===== config.mk =====
export PLATFORM = sky130hd
export DESIGN_NAME = trimmed_nine_point_curve_core
export DESIGN_NICKNAME = d
export VERILOG_FILES = /design/src/rtl/tnpc_pkg.sv /design/src/rtl/tnpc_front.sv /design/src/rtl/tnpc_fifo.sv /design/src/rtl/tnpc_back.sv /design/src/rtl/trimmed_nine_point_curve_core.sv
export VERILOG_INCLUDE_DIRS = /design/src /design/src/rtl
export SDC_FILE = /design/constraint.sdc
export NUM_CORES = 1
export LEC_CHECK = 0
export CORE_MARGIN = 2
export CORE_UTILIZATION = 40
export CTS_CLUSTER_DIAMETER = 120
export CTS_CLUSTER_SIZE = 16
export DETAILED_ROUTE_END_ITERATION = 8
export DONT_BUFFER_PORTS = 1
export PLACE_DENSITY = 0.61
export SETUP_SLACK_MARGIN = 0.02
export SLEW_MARGIN = 20
export SYNTH_ARGS = -nofsm -noshare
export SYNTH_HDL_FRONTEND = slang
export SYNTH_SLANG_ARGS = --single-unit

===== constraint.sdc =====
create_clock -name clk -period 25 [get_ports clk]
set_input_delay 2.5 -clock clk [delete_from_list [all_inputs] [get_ports clk]]
set_output_delay 2.5 -clock clk [all_outputs]
set_load 0.02 [all_outputs]

===== src/rtl/trimmed_nine_point_curve_core_assert.svh =====
// ----------------------------------------------------------------------------
// trimmed_nine_point_curve_core_assert.svh
// Assertion macros for the trimmed nine-point curve core. Empty bodies when
// the design is built for synthesis.
// ----------------------------------------------------------------------------
`ifndef TRIMMED_NINE_POINT_CURVE_CORE_ASSERT_SVH
`define TRIMMED_NINE_POINT_CURVE_CORE_ASSERT_SVH

`ifndef SYNTHESIS

// Check a property on every rising edge outside reset.
`define TNPC_ASSERT(lbl, clk, rst_n, prop) \
  lbl: assert property (@(posedge clk) disable iff (!rst_n) prop) \
    else $error("tnpc assertion failed");

// Check that a condition never holds outside reset.
`define TNPC_ASSERT_NEVER(lbl, clk, rst_n, cond) \
  `TNPC_ASSERT(lbl, clk, rst_n, !(cond))

`else

`define TNPC_ASSERT(lbl, clk, rst_n, prop)
`define TNPC_ASSERT_NEVER(lbl, clk, rst_n, cond)

`endif

`endif


===== src/rtl/tnpc_pkg.sv =====
// ----------------------------------------------------------------------------
// tnpc_pkg
// Shared types and constants of the trimmed nine-point curve core.
// ----------------------------------------------------------------------------
package tnpc_pkg;

  // Field widths
  localparam int unsigned STICK_W = 10;
  localparam int unsigned CURVE_W = 10;
  localparam int unsigned PTS_W   = 30;
  localparam int unsigned TRIM_W  = 8;
  localparam int unsigned IDX_W   = 4;
  localparam int unsigned REM_W   = 6;
  localparam int unsigned DATA_W  = 16;
  localparam int unsigned CFG_IDX_W = 3;

  // Curve geometry
  localparam logic [IDX_W-1:0] TOP_POINT = 4'd8;
  localparam logic [IDX_W-1:0] MID_POINT = 4'd4;

  // Queue between front and back
  localparam int unsigned QDEPTH = 2;
  localparam int unsigned QPTR_W = (QDEPTH > 1) ? $clog2(QDEPTH) : 1;
  localparam int unsigned QCNT_W = $clog2(QDEPTH + 1);

  // Register indexes
  localparam logic [CFG_IDX_W-1:0] CFG_PTS_FIRST  = 3'd0;
  localparam logic [CFG_IDX_W-1:0] CFG_PTS_MIDDLE = 3'd1;
  localparam logic [CFG_IDX_W-1:0] CFG_PTS_LAST   = 3'd2;
  localparam logic [CFG_IDX_W-1:0] CFG_LOW_TRIM   = 3'd3;
  localparam logic [CFG_IDX_W-1:0] CFG_CENTER_TRIM = 3'd4;
  localparam logic [CFG_IDX_W-1:0] CFG_HIGH_TRIM  = 3'd5;

  // Reset values: linear curve -256..256 in steps of 64, no trim
  localparam logic [PTS_W-1:0] PTS_FIRST_RST  = 30'd940376832;
  localparam logic [PTS_W-1:0] PTS_MIDDLE_RST = 30'd67109824;
  localparam logic [PTS_W-1:0] PTS_LAST_RST   = 30'd268632192;

  typedef struct packed {
    logic [IDX_W-1:0] idx;
    logic [REM_W-1:0] rem;
  } item_t;

  typedef struct packed {
    logic [PTS_W-1:0]         pts_first;
    logic [PTS_W-1:0]         pts_middle;
    logic [PTS_W-1:0]         pts_last;
    logic signed [TRIM_W-1:0] low_trim;
    logic signed [TRIM_W-1:0] center_trim;
    logic signed [TRIM_W-1:0] high_trim;
  } cfg_t;

endpackage


===== src/rtl/tnpc_front.sv =====
// ----------------------------------------------------------------------------
// tnpc_front
// Clamp the stick sample and split it into segment index and remainder.
// ----------------------------------------------------------------------------
module tnpc_front (
  input  logic                           in_tvalid,
  input  logic [tnpc_pkg::DATA_W-1:0]    in_tdata,
  input  logic                           q_full,
  output logic                           in_tready,
  output logic                           q_push,
  output tnpc_pkg::item_t                q_item
);

  logic signed [tnpc_pkg::STICK_W-1:0] stick;
  logic signed [tnpc_pkg::STICK_W-1:0] clamped;
  logic        [tnpc_pkg::STICK_W:0]   offset;

  assign stick = $signed(in_tdata[tnpc_pkg::STICK_W-1:0]);

  always_comb begin
    if (stick < -10'sd256) begin
      clamped = -10'sd256;
    end else if (stick > 10'sd256) begin
      clamped = 10'sd256;
    end else begin
      clamped = stick;
    end
  end

  // Offset into 0..512
  assign offset = 11'($signed(11'(clamped)) + 11'sd256);

  assign q_item.idx = offset[tnpc_pkg::REM_W +: tnpc_pkg::IDX_W];
  assign q_item.rem = offset[tnpc_pkg::REM_W-1:0];

  assign in_tready = !q_full;
  assign q_push    = in_tvalid && !q_full;

endmodule


===== src/rtl/tnpc_fifo.sv =====
// ----------------------------------------------------------------------------
// tnpc_fifo
// Short item queue between the front and back parts.
// ----------------------------------------------------------------------------
`include "trimmed_nine_point_curve_core_assert.svh"

module tnpc_fifo (
  input  logic            clk,
  input  logic            rst_n,
  input  logic            push,
  input  tnpc_pkg::item_t push_item,
  input  logic            pop,
  output logic            full,
  output logic            not_empty,
  output tnpc_pkg::item_t head_item
);

  tnpc_pkg::item_t                    mem_r [tnpc_pkg::QDEPTH];
  logic [tnpc_pkg::QPTR_W-1:0]        wr_ptr_r, wr_ptr_nxt;
  logic [tnpc_pkg::QPTR_W-1:0]        rd_ptr_r, rd_ptr_nxt;
  logic [tnpc_pkg::QCNT_W-1:0]        count_r, count_nxt;

  localparam logic [tnpc_pkg::QPTR_W-1:0] PTR_LAST = tnpc_pkg::QPTR_W'(tnpc_pkg::QDEPTH - 1);
  localparam logic [tnpc_pkg::QCNT_W-1:0] CNT_FULL = tnpc_pkg::QCNT_W'(tnpc_pkg::QDEPTH);

  assign full      = (count_r == CNT_FULL);
  assign not_empty = (count_r != '0);
  assign head_item = mem_r[rd_ptr_r];

  always_comb begin
    wr_ptr_nxt = wr_ptr_r;
    rd_ptr_nxt = rd_ptr_r;
    count_nxt  = count_r;
    if (push) begin
      wr_ptr_nxt = (wr_ptr_r == PTR_LAST) ? '0 : wr_ptr_r + 1'b1;
    end
    if (pop) begin
      rd_ptr_nxt = (rd_ptr_r == PTR_LAST) ? '0 : rd_ptr_r + 1'b1;
    end
    if (push && !pop) begin
      count_nxt = count_r + 1'b1;
    end else if (pop && !push) begin
      count_nxt = count_r - 1'b1;
    end
  end

  always_ff @(posedge clk) begin
    if (!rst_n) begin
      wr_ptr_r <= '0;
      rd_ptr_r <= '0;
      count_r  <= '0;
    end else begin
      wr_ptr_r <= wr_ptr_nxt;
      rd_ptr_r <= rd_ptr_nxt;
      count_r  <= count_nxt;
    end
  end

  always_ff @(posedge clk) begin
    if (push) begin
      mem_r[wr_ptr_r] <= push_item;
    end
  end

  `TNPC_ASSERT_NEVER(a_cnt_bound, clk, rst_n, count_r > CNT_FULL)
  `TNPC_ASSERT(a_cnt_up, clk, rst_n, (rst_n && push && !pop) |=> (count_r == $past(count_r) + 1'b1))
  `TNPC_ASSERT_NEVER(a_pop_empty, clk, rst_n, pop && (count_r == '0))

endmodule


===== src/rtl/tnpc_back.sv =====
// ----------------------------------------------------------------------------
// tnpc_back
// Trim the two neighboring points, then blend them by the remainder.
// ----------------------------------------------------------------------------
module tnpc_back (
  input  logic                        clk,
  input  logic                        rst_n,
  input  tnpc_pkg::cfg_t              cfg,
  input  logic                        q_not_empty,
  input  tnpc_pkg::item_t             q_item,
  output logic                        q_pop,
  output logic                        out_vld,
  output logic [tnpc_pkg::CURVE_W-1:0] out_curve,
  input  logic                        out_rdy
);

  // Signed division by four, truncating toward zero
  function automatic logic signed [10:0] div4tz(input logic signed [10:0] x);
    logic signed [10:0] b;
    b = x + (x[10] ? 11'sd3 : 11'sd0);
    return b >>> 2;
  endfunction

  function automatic logic signed [9:0] trim_pt(input logic [3:0] i, input tnpc_pkg::cfg_t c);
    logic signed [9:0]  raw;
    logic signed [7:0]  side;
    logic        [2:0]  w_side;
    logic        [2:0]  w_ce;
    logic signed [10:0] t_side;
    logic signed [10:0] t_ce;
    logic signed [11:0] p;
    logic signed [9:0]  res;
    case (i)
      4'd0:    raw = $signed(c.pts_first[9:0]);
      4'd1:    raw = $signed(c.pts_first[19:10]);
      4'd2:    raw = $signed(c.pts_first[29:20]);
      4'd3:    raw = $signed(c.pts_middle[9:0]);
      4'd4:    raw = $signed(c.pts_middle[19:10]);
      4'd5:    raw = $signed(c.pts_middle[29:20]);
      4'd6:    raw = $signed(c.pts_last[9:0]);
      4'd7:    raw = $signed(c.pts_last[19:10]);
      default: raw = $signed(c.pts_last[29:20]);
    endcase
    if (i < tnpc_pkg::MID_POINT) begin
      side   = c.low_trim;
      w_side = 3'(tnpc_pkg::MID_POINT - i);
      w_ce   = 3'(i);
    end else begin
      side   = c.high_trim;
      w_side = 3'(i - tnpc_pkg::MID_POINT);
      w_ce   = 3'(tnpc_pkg::TOP_POINT - i);
    end
    t_side = side * $signed({1'b0, w_side});
    t_ce   = c.center_trim * $signed({1'b0, w_ce});
    p = 12'(raw) + 12'(div4tz(t_side)) + 12'(div4tz(t_ce));
    if (p < -12'sd256) begin
      res = -10'sd256;
    end else if (p > 12'sd256) begin
      res = 10'sd256;
    end else begin
      res = p[9:0];
    end
    return res;
  endfunction

  logic                             s1_vld_r;
  logic signed [9:0]                s1_a_r, s1_a_nxt;
  logic signed [9:0]                s1_b_r, s1_b_nxt;
  logic [tnpc_pkg::REM_W-1:0]       s1_rem_r;
  logic [tnpc_pkg::IDX_W-1:0]       idx_b;
  logic                             out_vld_r;
  logic [tnpc_pkg::CURVE_W-1:0]     curve_r, curve_nxt;
  logic                             out_en, s1_en;
  logic [tnpc_pkg::REM_W:0]         w_a;
  logic signed [17:0]               prod_a, prod_b, sum;

  assign out_en = !out_vld_r || out_rdy;
  assign s1_en  = !s1_vld_r || out_en;
  assign q_pop  = s1_en && q_not_empty;

  // Top segment: the upper neighbor is point eight again
  assign idx_b    = (q_item.idx >= tnpc_pkg::TOP_POINT) ? tnpc_pkg::TOP_POINT : q_item.idx + 4'd1;
  assign s1_a_nxt = trim_pt(q_item.idx, cfg);
  assign s1_b_nxt = trim_pt(idx_b, cfg);

  assign w_a       = 7'd64 - {1'b0, s1_rem_r};
  assign prod_a    = s1_a_r * $signed({1'b0, w_a});
  assign prod_b    = s1_b_r * $signed({2'b00, s1_rem_r});
  assign sum       = prod_a + prod_b;
  assign curve_nxt = sum[15:6];

  always_ff @(posedge clk) begin
    if (!rst_n) begin
      s1_vld_r  <= 1'b0;
      out_vld_r <= 1'b0;
    end else begin
      if (s1_en) begin
        s1_vld_r <= q_not_empty;
      end
      if (out_en) begin
        out_vld_r <= s1_vld_r;
      end
    end
  end

  always_ff @(posedge clk) begin
    if (q_pop) begin
      s1_a_r   <= s1_a_nxt;
      s1_b_r   <= s1_b_nxt;
      s1_rem_r <= q_item.rem;
    end
    if (out_en && s1_vld_r) begin
      curve_r <= curve_nxt;
    end
  end

  assign out_vld   = out_vld_r;
  assign out_curve = curve_r;

endmodule


===== src/rtl/trimmed_nine_point_curve_core.sv =====
// Path: an accepted item is stored in the queue, then in stage one, then in the
//   output register. Throughput: one item per cycle unless the output stalls; the
//   front takes one while the two-entry queue has room, the back drains one per cycle.
// Reset (rst_n low, synchronous): queue and pipeline emptied, curve points
//   back to the linear curve, all trims zero.
// ----------------------------------------------------------------------------
// trimmed_nine_point_curve_core
// Nine-point piecewise-linear curve with low, center and high trims.
// ----------------------------------------------------------------------------
module trimmed_nine_point_curve_core (
  input  logic                              clk,
  input  logic                              rst_n,
  // Configuration write channel
  input  logic                              cfg_valid,
  output logic                              cfg_ready,
  input  logic [tnpc_pkg::CFG_IDX_W-1:0]    cfg_index,
  input  logic [tnpc_pkg::PTS_W-1:0]        cfg_data,
  // Sample input
  input  logic                              in_tvalid,
  output logic                              in_tready,
  input  logic [tnpc_pkg::DATA_W-1:0]       in_tdata,   // [9:0] stick_value, [15:10] zero
  // Curve output
  output logic                              out_tvalid,
  input  logic                              out_tready,
  output logic [tnpc_pkg::DATA_W-1:0]       out_tdata   // [9:0] curve_value, [15:10] zero
);

  // Configuration registers: always ready, unknown indexes are dropped
  logic [tnpc_pkg::PTS_W-1:0]         pts_first_r, pts_middle_r, pts_last_r;
  logic signed [tnpc_pkg::TRIM_W-1:0] low_trim_r, center_trim_r, high_trim_r;
  tnpc_pkg::cfg_t                     cfg;
  logic                               cfg_wr;

  assign cfg_ready = 1'b1;
  assign cfg_wr    = cfg_valid && cfg_ready;

  always_ff @(posedge clk) begin
    if (!rst_n) begin
      pts_first_r   <= tnpc_pkg::PTS_FIRST_RST;
      pts_middle_r  <= tnpc_pkg::PTS_MIDDLE_RST;
      pts_last_r    <= tnpc_pkg::PTS_LAST_RST;
      low_trim_r    <= '0;
      center_trim_r <= '0;
      high_trim_r   <= '0;
    end else if (cfg_wr) begin
      unique case (cfg_index)
        tnpc_pkg::CFG_PTS_FIRST:   pts_first_r   <= cfg_data;
        tnpc_pkg::CFG_PTS_MIDDLE:  pts_middle_r  <= cfg_data;
        tnpc_pkg::CFG_PTS_LAST:    pts_last_r    <= cfg_data;
        tnpc_pkg::CFG_LOW_TRIM:    low_trim_r    <= $signed(cfg_data[tnpc_pkg::TRIM_W-1:0]);
        tnpc_pkg::CFG_CENTER_TRIM: center_trim_r <= $signed(cfg_data[tnpc_pkg::TRIM_W-1:0]);
        tnpc_pkg::CFG_HIGH_TRIM:   high_trim_r   <= $signed(cfg_data[tnpc_pkg::TRIM_W-1:0]);
        default: ;
      endcase
    end
  end

  assign cfg.pts_first   = pts_first_r;
  assign cfg.pts_middle  = pts_middle_r;
  assign cfg.pts_last    = pts_last_r;
  assign cfg.low_trim    = low_trim_r;
  assign cfg.center_trim = center_trim_r;
  assign cfg.high_trim   = high_trim_r;

  // Front: clamp and split each sample into index and remainder
  logic            q_push, q_pop, q_full, q_not_empty;
  tnpc_pkg::item_t push_item, head_item;

  tnpc_front u_front (
    .in_tvalid (in_tvalid),
    .in_tdata  (in_tdata),
    .q_full    (q_full),
    .in_tready (in_tready),
    .q_push    (q_push),
    .q_item    (push_item)
  );

  // Queue: lets the front keep accepting while the output stalls
  tnpc_fifo u_fifo (
    .clk       (clk),
    .rst_n     (rst_n),
    .push      (q_push),
    .push_item (push_item),
    .pop       (q_pop),
    .full      (q_full),
    .not_empty (q_not_empty),
    .head_item (head_item)
  );

  // Back: trim both neighbors in one stage, blend them into the output register
  logic [tnpc_pkg::CURVE_W-1:0] curve;

  tnpc_back u_back (
    .clk         (clk),
    .rst_n       (rst_n),
    .cfg         (cfg),
    .q_not_empty (q_not_empty),
    .q_item      (head_item),
    .q_pop       (q_pop),
    .out_vld     (out_tvalid),
    .out_curve   (curve),
    .out_rdy     (out_tready)
  );

  assign out_tdata = {{(tnpc_pkg::DATA_W - tnpc_pkg::CURVE_W){1'b0}}, curve};

endmodule

==> flow_summary.json <==
{
  "status": "complete, no violations",
  "die_area_um2": 47430,
  "grt_pass1_vias": 14620,
  "drcViolationCount": 0,
  "path_clk_slew_ns": 0.07,
  "worst_path_max_delay_cell": "dfxtp_1",
  "synth_seq_cells": 177,
  "cts_inserted_buffers": 17,
  "n_fill_cell": 4496,
  "clkSinkCount": 177,
  "slew_headroom_pct": 26.59,
  "overflow": 0,
  "die_w_um": 217.8,
  "rsz0062_at_grt": "false",
  "core_area_um2": 45280,
  "tns_ns": 0,
  "row_count": 78,
  "cts-htree-levels": 4,
  "arrival_ns": 10.46,
  "synthTopCellsByArea": "fa_1 18%, dfxtp_1 13%, ha_1 11%",
  "critPathMaxStageDelay_ns": 0.76,
  "post_cts_buffers": 0,
  "path_max_fanout": 20,
  "cts.repair.resized": 0,
  "met2_usage_pct": 35.07,
  "tritoncts": "yes",
  "cap_violations": 0,
  "met1_usage_pct": 24.50,
  "critPathCaptureType": "register",
  "syn_to_final_growth_pct": 6.297,
  "synthDistinctLibCells": 90,
  "worst-path-buf-inv": 3,
  "met3_usage_pct": 4.017,
  "ctsHoldBuffers": 0,
  "synthTopCellsByCount": "385 x nand2_1, 266 x inv_1, 167 x fa_1",
  "worstPathRequired_ns": 25.31,
  "first_pass_iters": 6,
  "antenna_found_initial": 0,
  "fin_nets": 2456,
  "finalWirelength_um": 46080,
  "yosysWarningCount": 0,
  "grtUsageTotal_pct": 20.03,
  "drv_slew": 0,
  "hpwl_um": 35400,
  "path_class": "register to register",
  "fmax_mhz": 98.54,
  "ys_seq_area_share_pct": 22.45,
  "setup_viol": 0,
  "instances_no_fill": 2692,
  "final-hold-violation-count": 0,
  "wl_per_cell_um": 17.12,
  "synth-edff-count": 56,
  "drive_gt1_share_pct": 4.685,
  "synth_top_area_share_pct": 18.29,
  "syn_area_um2": 18280,
  "yosysMostFrequentCell": "nand2_1",
  "async_flop_share_pct": 0,
  "grt_max_degree": 122,
  "chipHeight_um": 217.8,
  "drtIter0Drc": 979,
  "period_share_pct": 40.59,
  "grt_pass1_wl_um": 75520,
  "drtAntennaViolNets": 0,
  "period_minus_slack_ns": 10.15,
  "syn-instance-count": 2117,
  "clock_skew_ns": 0.02021,
  "clk_latency_ns": 0.46,
  "num_antenna_cells": 0,
  "io_buffers": 0,
  "hp-class": "register to register",
  "vias": 14210,
  "initial_core_util_pct": 40.37,
  "syn_area_per_cell_um2": 8.635,
  "avgViaCountPerCell": 5.277,
  "worst_setup_path_start_kind": "register",
  "cts-root-buf": "clkbuf_16",
  "gp_congestion": 0.8874,
  "synth_area_leader_cell": "fa_1",
  "top_usage_layer": "met2",
  "dpl.cell_count": 2660,
  "synth_ff_type": "dfxtp_1",
  "ioPinCount": 73,
  "crit_family": "adder cells",
  "worst_pin_slew_ns": 1.097,
  "cts_buffer_depth": 2
}
layout make-up:
cell class                      instances  area, µm²  area share, %
Multi-Input combinational cell       1600      12880          66.29
Sequential cell                       177       4104          21.12
Inverter                              268       1006          5.177
Tap cell                              600      750.7          3.863
Clock buffer                           18      439.2          2.260
Clock inverter                         14      138.9         0.7147
Timing Repair Buffer                   15      112.6         0.5795
worst reg2reg max path: cells and delay by family (launching register included):
kind	cells	cell delay, ns
buf+inv	3	0.67
xor+xnor	4	1.09
simple gates	8	1.06
compound gates	11	2.52
fa+ha+maj	8	3.27
mux	1	0.65
flops	1	0.76
logic make-up (layout without fill, tap and decap cells):
logic type      count (synthesis)  in the layout  synth area share, %
compound gates                341            341                13.24
xor+xnor                      117            117                5.770
fa+ha+maj                     323            323                28.96
buf+inv                       345            315                7.337
flops                         177            177                22.45
mux                            30             30                1.718
other cells                     2              7              0.04108
simple gates                  782            782                20.48
placed cells by master (no fill, tap or decap), types with 8 or more instances in the layout:
| cell | instances |
|---|---|
| and3_1 | 18 |
| dfxtp_1 | 121 |
| fa_1 | 167 |
| xnor2_1 | 78 |
| xor2_1 | 35 |
| a32oi_1 | 14 |
| buf_4 | 15 |
| a21boi_0 | 102 |
| nor2b_1 | 19 |
| clkbuf_16 | 17 |
| nor2_1 | 83 |
| a22oi_1 | 14 |
| a21o_1 | 16 |
| mux2i_1 | 21 |
| ha_1 | 156 |
| or2_2 | 12 |
| edfxtp_1 | 56 |
| or3_1 | 8 |
| nand2_1 | 385 |
| mux2_2 | 8 |
| nand2b_1 | 20 |
| nor3_1 | 14 |
| nand3_1 | 45 |
| and2_1 | 131 |
| a221oi_1 | 8 |
| a21oi_1 | 71 |
| o21ai_0 | 26 |
| o21a_1 | 13 |
| a22o_1 | 10 |
| inv_1 | 266 |
worst paths after layout:
kind                                                     from                             end  slack (ns)  cells past startpoint
worst max register to register                       register  u_back.s1_b_r[1]$_SDFFCE_PP0P_       14.85                     35
worst max-delay path                                 register  u_back.s1_b_r[1]$_SDFFCE_PP0P_       14.85                     35
worst min-delay path            pts_middle_r[22]$_SDFFE_PN0P_   pts_middle_r[22]$_SDFFE_PN0P_        0.49                      2
worst min register to register  pts_middle_r[22]$_SDFFE_PN0P_   pts_middle_r[22]$_SDFFE_PN0P_        0.49                      2
routing by layer:
layer | part of all wire (%) | vias to the layer above
li1 | - | 6849
met1 | 43 | 6931
met2 | 49 | 352
met3 | 5.6 | 73
met4 | 2.6 | 0
met5 | 0 | -
state kept, by name (all words and copies together) (netlist names), named ones only:
name              flops
u_back.out_curve     10
u_back.out_vld        1
pts_last_r           30
u_back.s1_rem_r       6
center_trim_r         8
u_fifo.count_r        2
pts_first_r          30
u_fifo.mem_r         20
u_fifo.wr_ptr_r       1
low_trim_r            8
u_fifo.rd_ptr_r       1
high_trim_r           8
u_back.s1_a_r        10
u_back.s1_vld_r       1
pts_middle_r         30
u_back.s1_b_r        10
through the flow:
| stage | utilization [%] | hold slack (ns) | instance area [µm²] | worst slack [ns] |
|---|---|---|---|---|
| finish | 42.91 | 0.4856 | 19430 | 14.85 |
| global route | 42.91 | 0.5061 | 19430 | 14.02 |
| CTS | 42.91 | 0.4846 | 19430 | 14.80 |
| detailed placement | 41.64 | 0.4759 | 18850 | 14.85 |
| global placement | 41.64 | 0.4666 | 18850 | 15.04 |
| floorplan | - | 0.4541 | 18300 | 16.75 |
Power is not shown: default switching activity piles up to over one toggle a cycle in this logic, so the estimate is an artifact.
